--- config.mk ---
export PLATFORM = sky130hd
export DESIGN_NAME = ppcv_udiv_pipe
export DESIGN_NICKNAME = d
export VERILOG_FILES = /design/src/design/ppcv_udiv_pipe.sv
export SDC_FILE = /design/constraint.sdc
export NUM_CORES = 2
export LEC_CHECK = 0
export ABC_AREA = 0
export BUFFER_PORTS_ARGS = -buffer_cell sky130_fd_sc_hd__buf_2
export CAP_MARGIN = 25
export CORE_MARGIN = 4
export CORE_UTILIZATION = 60
export DETAILED_ROUTE_END_ITERATION = 10
export PLACE_DENSITY = 0.76
export SLEW_MARGIN = 0
export SYNTH_ARGS = -nofsm -noshare
export SYNTH_HDL_FRONTEND = slang
export SYNTH_SLANG_ARGS = --single-unit
--- constraint.sdc ---
create_clock -name clk -period 4.05 [get_ports clk]
set_input_delay 0.2025 -clock clk [delete_from_list [all_inputs] [get_ports clk]]
set_output_delay 0.2025 -clock clk [all_outputs]
set_load 0.005 [all_outputs]
--- src/design/ppcv_udiv_pipe.sv ---
`timescale 1ns / 1ps
// Pipelined restoring divider, one quotient bit per stage, MSB first.
// Quotient must fit QW bits. Stage enables come from the owner of the valid bits.
module ppcv_udiv_pipe #(
	parameter int NW = 58,
	parameter int DW = 41,
	parameter int QW = 17
) (
	input  logic          clk,
	input  logic [QW-1:0] en,
	input  logic [NW-1:0] num,
	input  logic [DW-1:0] den,
	output logic [QW-1:0] quo
);
	logic [NW-1:0] rem_sd [QW];
	logic [DW-1:0] den_sd [QW];
	logic [QW-1:0] quo_sd [QW];

	for (genvar i = 0; i < QW; i++) begin : g_stage
		localparam int BIT = QW - 1 - i;
		logic [NW-1:0] rem_in;
		logic [DW-1:0] den_in;
		logic [QW-1:0] quo_in;
		logic [NW-1:0] trial;
		if (i == 0) begin : g_first
			assign rem_in = num;
			assign den_in = den;
			assign quo_in = '0;
		end else begin : g_next
			assign rem_in = rem_sd[i-1];
			assign den_in = den_sd[i-1];
			assign quo_in = quo_sd[i-1];
		end
		assign trial = NW'(den_in) << BIT;
		always_ff @(posedge clk) begin
			if (en[i]) begin
				den_sd[i] <= den_in;
				if (rem_in >= trial) begin
					rem_sd[i]      <= rem_in - trial;
					quo_sd[i]      <= quo_in | (QW'(1) << BIT);
				end else begin
					rem_sd[i]      <= rem_in;
					quo_sd[i]      <= quo_in;
				end
			end
		end
	end

	assign quo = quo_sd[QW-1];
endmodule
Word level (Yosys, flattened, before mapping)

Memory sizes are Yosys's and may differ from the RTL's.
Cells that the tools add are included.

Flip-flop bits (word level): 0
RAM bits: 1972
Input bits: 117
Output and inout bits: 17
Logic and storage cells: 241
Memories: 3

Memories:

| memory | words | bits a word | read ports | clocked after memory_dff | wr ports | RTL line | source |
|---|---|---|---|---|---|---|---|
| rem_sd | 17    | 58          | 16         | 0                        | 17       | 15       | `logic [NW-1:0] rem_sd [QW];` |
| den_sd | 17    | 41          | 16         | 0                        | 17       | 16       | `logic [DW-1:0] den_sd [QW];` |
| quo_sd | 17    | 17          | 17         | 0                        | 17       | 17       | `logic [QW-1:0] quo_sd [QW];` |

Add/sub/neg operators: 17
$lt $le $gt $ge: 17
Muxes and demuxes: 170
Bitwise gates (word level): 34

Operator list:

| operator         | number |
|---|---|
| $mux 58          | 17 |
| $mux 17          | 17 |
| $mux 1           | 136 |
| $ge 58x41->1     | 1 |
| $ge 58x42->1     | 1 |
| $ge 58x43->1     | 1 |
| $ge 58x44->1     | 1 |
| $ge 58x45->1     | 1 |
| $ge 58x46->1     | 1 |
| $ge 58x47->1     | 1 |
| $ge 58x48->1     | 1 |
| $ge 58x49->1     | 1 |
| $ge 58x50->1     | 1 |
| $ge 58x51->1     | 1 |
| $ge 58x52->1     | 1 |
| $ge 58x53->1     | 1 |
| $ge 58x54->1     | 1 |
| $ge 58x55->1     | 1 |
| $ge 58x56->1     | 1 |
| $ge 58x57->1     | 1 |
| $sub 58x41->58   | 1 |
| $sub 58x42->58   | 1 |
| $sub 58x43->58   | 1 |
| $sub 58x44->58   | 1 |
| other kinds (14) | 47 |

Depth between registers and ports, before layout

An unclocked memory read counts as a cell.

Word-level depth: 6
Gate-level depth with buffers: 18
Mapped depth without buffers: 16

Least setup slack after synthesis

No wires, ideal clock.

Path type: flip-flop to flip-flop
Start point: mem rem_sd[9][6]
End point: mem rem_sd[10][37] (data pin)
Library setup time: 260 ps
Arrival: 3385 ps
Slack: 405 ps
Cell stages (with the launch flop): 17
Path buffers: 2
Path through: edfxtp_1 > inv_1 > ha_1 > inv_1 > fa_1 > a211oi_1 > o21bai_1 > a211oi_2 > o21ai_2 > a221oi_2 > o31ai_1 > a31o_2 > nand4_1 > and2_1 > buf_2 > buf_4 > mux2_2

RTL lines:

| item        | RTL line |
|---|---|
| from (decl) | 15 |

==> qor.yml <==
detailed_routing:
  via_per_inst: 6.162
  totalWireLength_um: 302500
  first_iter_violations: 6419
  vias: 80860
  first_pass_iters: 9
  wire_per_inst_um: 23.05
  drc: 0
  drtAntennaViolNets: 0
sta:
  worst_slew_margin_rel_pct: 38.24
  finalCriticalPeriod_ns: 4.238
  worst_clock_skew_ns: 0.05658
  hold_viol_final: 0
  worst_slack_ns: -0.1881
  fin_crit_sh_pct: 104.6
  drv_slew: 0
  max_freq_mhz: 236.0
  rsz0062_at_grt: "yes"
  setup_viol: 3
  worstMarginPinSlew_ns: 0.9230
setup_path:
  cp-start-kind: "flop"
  cp_cell_sequence: "inv_1 > ha_1 > inv_1 > fa_2 > a211oi_4 > o211ai_1 > a21o_1 > nand3_1 > nand2_1 > a41o_1 > a221o_1 > nand2_1 > o211ai_1 > o31ai_1 > mux2_2"
  crit_arrival_ns: 4.81
  r2r_cells: 15
  path_max_fanout: 3
  slowest_delay_ns: 0.43
  crit_required_ns: 4.62
  crit_buf_inv: 2
  critPathSlowestCell: "fa_2"
  cp-end-kind: "flop"
  worstReg2RegStart: "rem_sd[0][15]$_DFFE_PP_"
  crit_type: "reg2reg"
  path_delay_family: "compound AO/OA/AOI/OAI gates"
  rrSetupSlack_ns: -0.19
  rr_endpoint: "rem_sd[1][57]$_DFFE_PP_"
status:
  status: "finished with violations"
  violations: "negative setup slack"
floorplan:
  initial_core_util_pct: 60.59
  pin_count: 134
  coreArea_mm2: 0.1700
  die_area_mm2: 0.1784
  rows: 151
  die_w_um: 422.4
  fp.dieH_um: 422.4
worst_hold_path:
  hp-class: "in2reg"
  min_to: "rem_sd[0][4]$_DFFE_PP_"
  min_path_cells: 2
  holdCritStartpoint: "num[4]"
global_route:
  grt_pass1_wl_um: 454700
  grt_usage_pct: 32.68
  grt_antenna_before_repair: 6
  gr-total-overflow: 0
  grt_max_degree: 105
  grt_pass1_vias: 83260
synthesis:
  syn_nets: 10640
  synth.area.top_cells: "edfxtp_1, ha_1, a21oi_1"
  synth_enable_flop_cells: 1737
  yosysTopAreaCell: "edfxtp_1"
  synthFlopType: "edfxtp_1"
  synthDistinctLibCells: 109
  async_flop_share_pct: 0
  syn_inst: 9811
  yosys.area.top_type_share_pct: 50.63
  yosys_warnings: 0
  ys_seq_area_share_pct: 50.63
  avgSynthCellArea_um2: 10.50
  synth_area_mm2: 0.1030
  synth-seq-cells: 1737
placement:
  gp_congestion: 1.075
  portBuffers: 133
  hpwlAfterDp_um: 226000
  dp_slack_ns: -0.5636
pwr:
  p_per_area_mw_per_mm2: 727.2
  finalPower_w: 0.08739
  peakVddDrop_v: 0.0005892
  p_leak_nw: 49.40
clock_network:
  cts_max_level: 4
  cts_sinks: 1737
  cts_made_buffers: 185
  cts.clk_slew.worst_paths_ns: 0.06
  clockBufferDepth: 3
  clock_latency_ns: 0.88
  cts_tree: "done"
  cts-root-buf: "clkbuf_16"
finish:
  fillers: 11790
  nets: 11580
  area_growth_pct: 16.64
  drive_above_1_share_pct: 14.49
run:
  cap_violations: 0
## layout make-up
type | count | area (um2) | share of cell area, %
diodes | 8 | 20.02 | 0.01666
clock buffers | 224 | 4797 | 3.992
clock inverters | 110 | 1281 | 1.066
inverters | 900 | 3381 | 2.813
multi-input cells | 6843 | 46980 | 39.09
flip-flops and latches | 1737 | 52160 | 43.41
well taps | 2218 | 2775 | 2.309
repair buffers | 1083 | 8773 | 7.301
## routing by layer
layer	up-vias	share of wire (%)	routed length [um]	GRT usage, %
met5	-	0	0	0
met4	0	11	33630	28.87
met3	1353	4.2	12670	3.772
met2	3454	54	162300	63.47
met1	38190	31	93960	29.37
li1	37860	-	-	-
## report_power, final
part           internal, W  switching (W)  leakage, nW
registers           0.0262        0.00288         16.8
clock network      0.00966        0.00733         2.94
logic               0.0178         0.0235         29.6
## worst reg2reg max path: stages, from the launching register on
cell	delay, ns
edfxtp_1	0.42
inv_1	0.10
ha_1	0.21
inv_1	0.10
fa_2	0.43
a211oi_4	0.38
o211ai_1	0.19
a21o_1	0.27
nand3_1	0.20
nand2_1	0.15
a41o_1	0.35
a221o_1	0.37
nand2_1	0.14
o211ai_1	0.11
o31ai_1	0.12
mux2_2	0.40
## registers in the layout, indices dropped and copies added (netlist names)
signal	flops
den_sd	656
rem_sd	928
quo_sd	153
## cells in the mapped netlist, types with 17 or more instances
cell	instances
edfxtp_1	1737
inv_1	895
nand2_1	873
a21oi_1	835
o21ai_0	706
ha_1	697
nor2_1	614
a21o_1	448
xnor2_1	395
xor2_1	276
clkbuf_1	244
nand3_1	173
nand4_1	159
nor3_1	128
mux2_2	121
o21bai_1	107
nor2b_1	94
a31oi_1	89
nor4_1	89
and3_1	86
nand2b_1	68
buf_2	65
o21a_1	63
a211oi_1	61
and2_1	53
o211ai_1	53
or3_1	47
o31ai_1	46
a21boi_0	33
or4_1	32
a211o_1	29
a41oi_1	24
o21ai_1	24
nand4b_1	23
and4_1	22
or2_2	22
o2111ai_1	21
a221o_1	19
a31o_2	19
a221oi_1	17
## through the flow
step | TNS, ns | hold slack, ns | util [%] | area (um2) | instances
global route | -1.535 | 0.04665 | 70.67 | 120200 | 13120
detailed placement | -31.53 | 0.3929 | 65.58 | 111500 | 12610
floorplan | 0 | 0.3014 | - | 103000 | 9811
CTS | 0 | 0.01267 | 70.07 | 119100 | 13070
finish | -0.2671 | 0.07181 | 70.67 | 120200 | 13120
global placement | -65.08 | 0.3951 | 65.57 | 111500 | 12610
## logic make-up (layout without fill, tap and decap cells)
family,after synthesis,count (layout),synth area share [%]
AOI/OAI and AO/OA,2769,2770,16.87
and+or+nand+nor,2541,2541,11.72
other,0,8,0
DFF,1737,1737,50.63
buffers and inverters,1232,2317,4.649
adders and majority gates,713,713,8.776
muxes,148,148,1.646
xor gates and xnor gates,671,671,5.704
## repair_timing
item	4_1_cts	5_1_grt
resized for setup	49	122
buffers inserted	11	37
endpoints found under the hold margin	667	0
pin swaps	17	57
cloned	2	6
hold buffers	115	0
setup endpoints to repair	395	454
## how the worst max path moves through the flow
stage / depth (start not counted) / from / slack [ns] / endpoint
after floorplan: 16 / rem_sd[9][6]$_DFFE_PP_ / 0.40 / rem_sd[10][37]$_DFFE_PP_
after global placement: 12 / rem_sd[0][18]$_DFFE_PP_ / -1.20 / rem_sd[1][25]$_DFFE_PP_
after detailed placement: 17 / rem_sd[5][10]$_DFFE_PP_ / -0.56 / rem_sd[6][51]$_DFFE_PP_
after CTS: 17 / rem_sd[4][11]$_DFFE_PP_ / 0.003 / rem_sd[5][57]$_DFFE_PP_
after global routing: 15 / rem_sd[0][15]$_DFFE_PP_ / -0.19 / rem_sd[1][57]$_DFFE_PP_
final: 15 / rem_sd[0][15]$_DFFE_PP_ / -0.19 / rem_sd[1][57]$_DFFE_PP_
## cells in the final DEF (no fill, tap or decap), types with 85 or more instances in the layout
master         instances
nor2_1               613
and3_1                85
o21ai_0              693
a21o_1               448
o21bai_1             106
xor2_1               276
clkbuf_16            191
ha_1                 691
edfxtp_1            1737
nor2b_1               93
dlygate4sd3_1        115
nand3_1              170
xnor2_1              395
buf_4                797
buf_2                117
mux2_2               121
inv_1                892
nand4_1              159
nand2_1              871
a21oi_1              823
nor3_1               123
No activity file was read; power rests on OpenSTA's default activity.
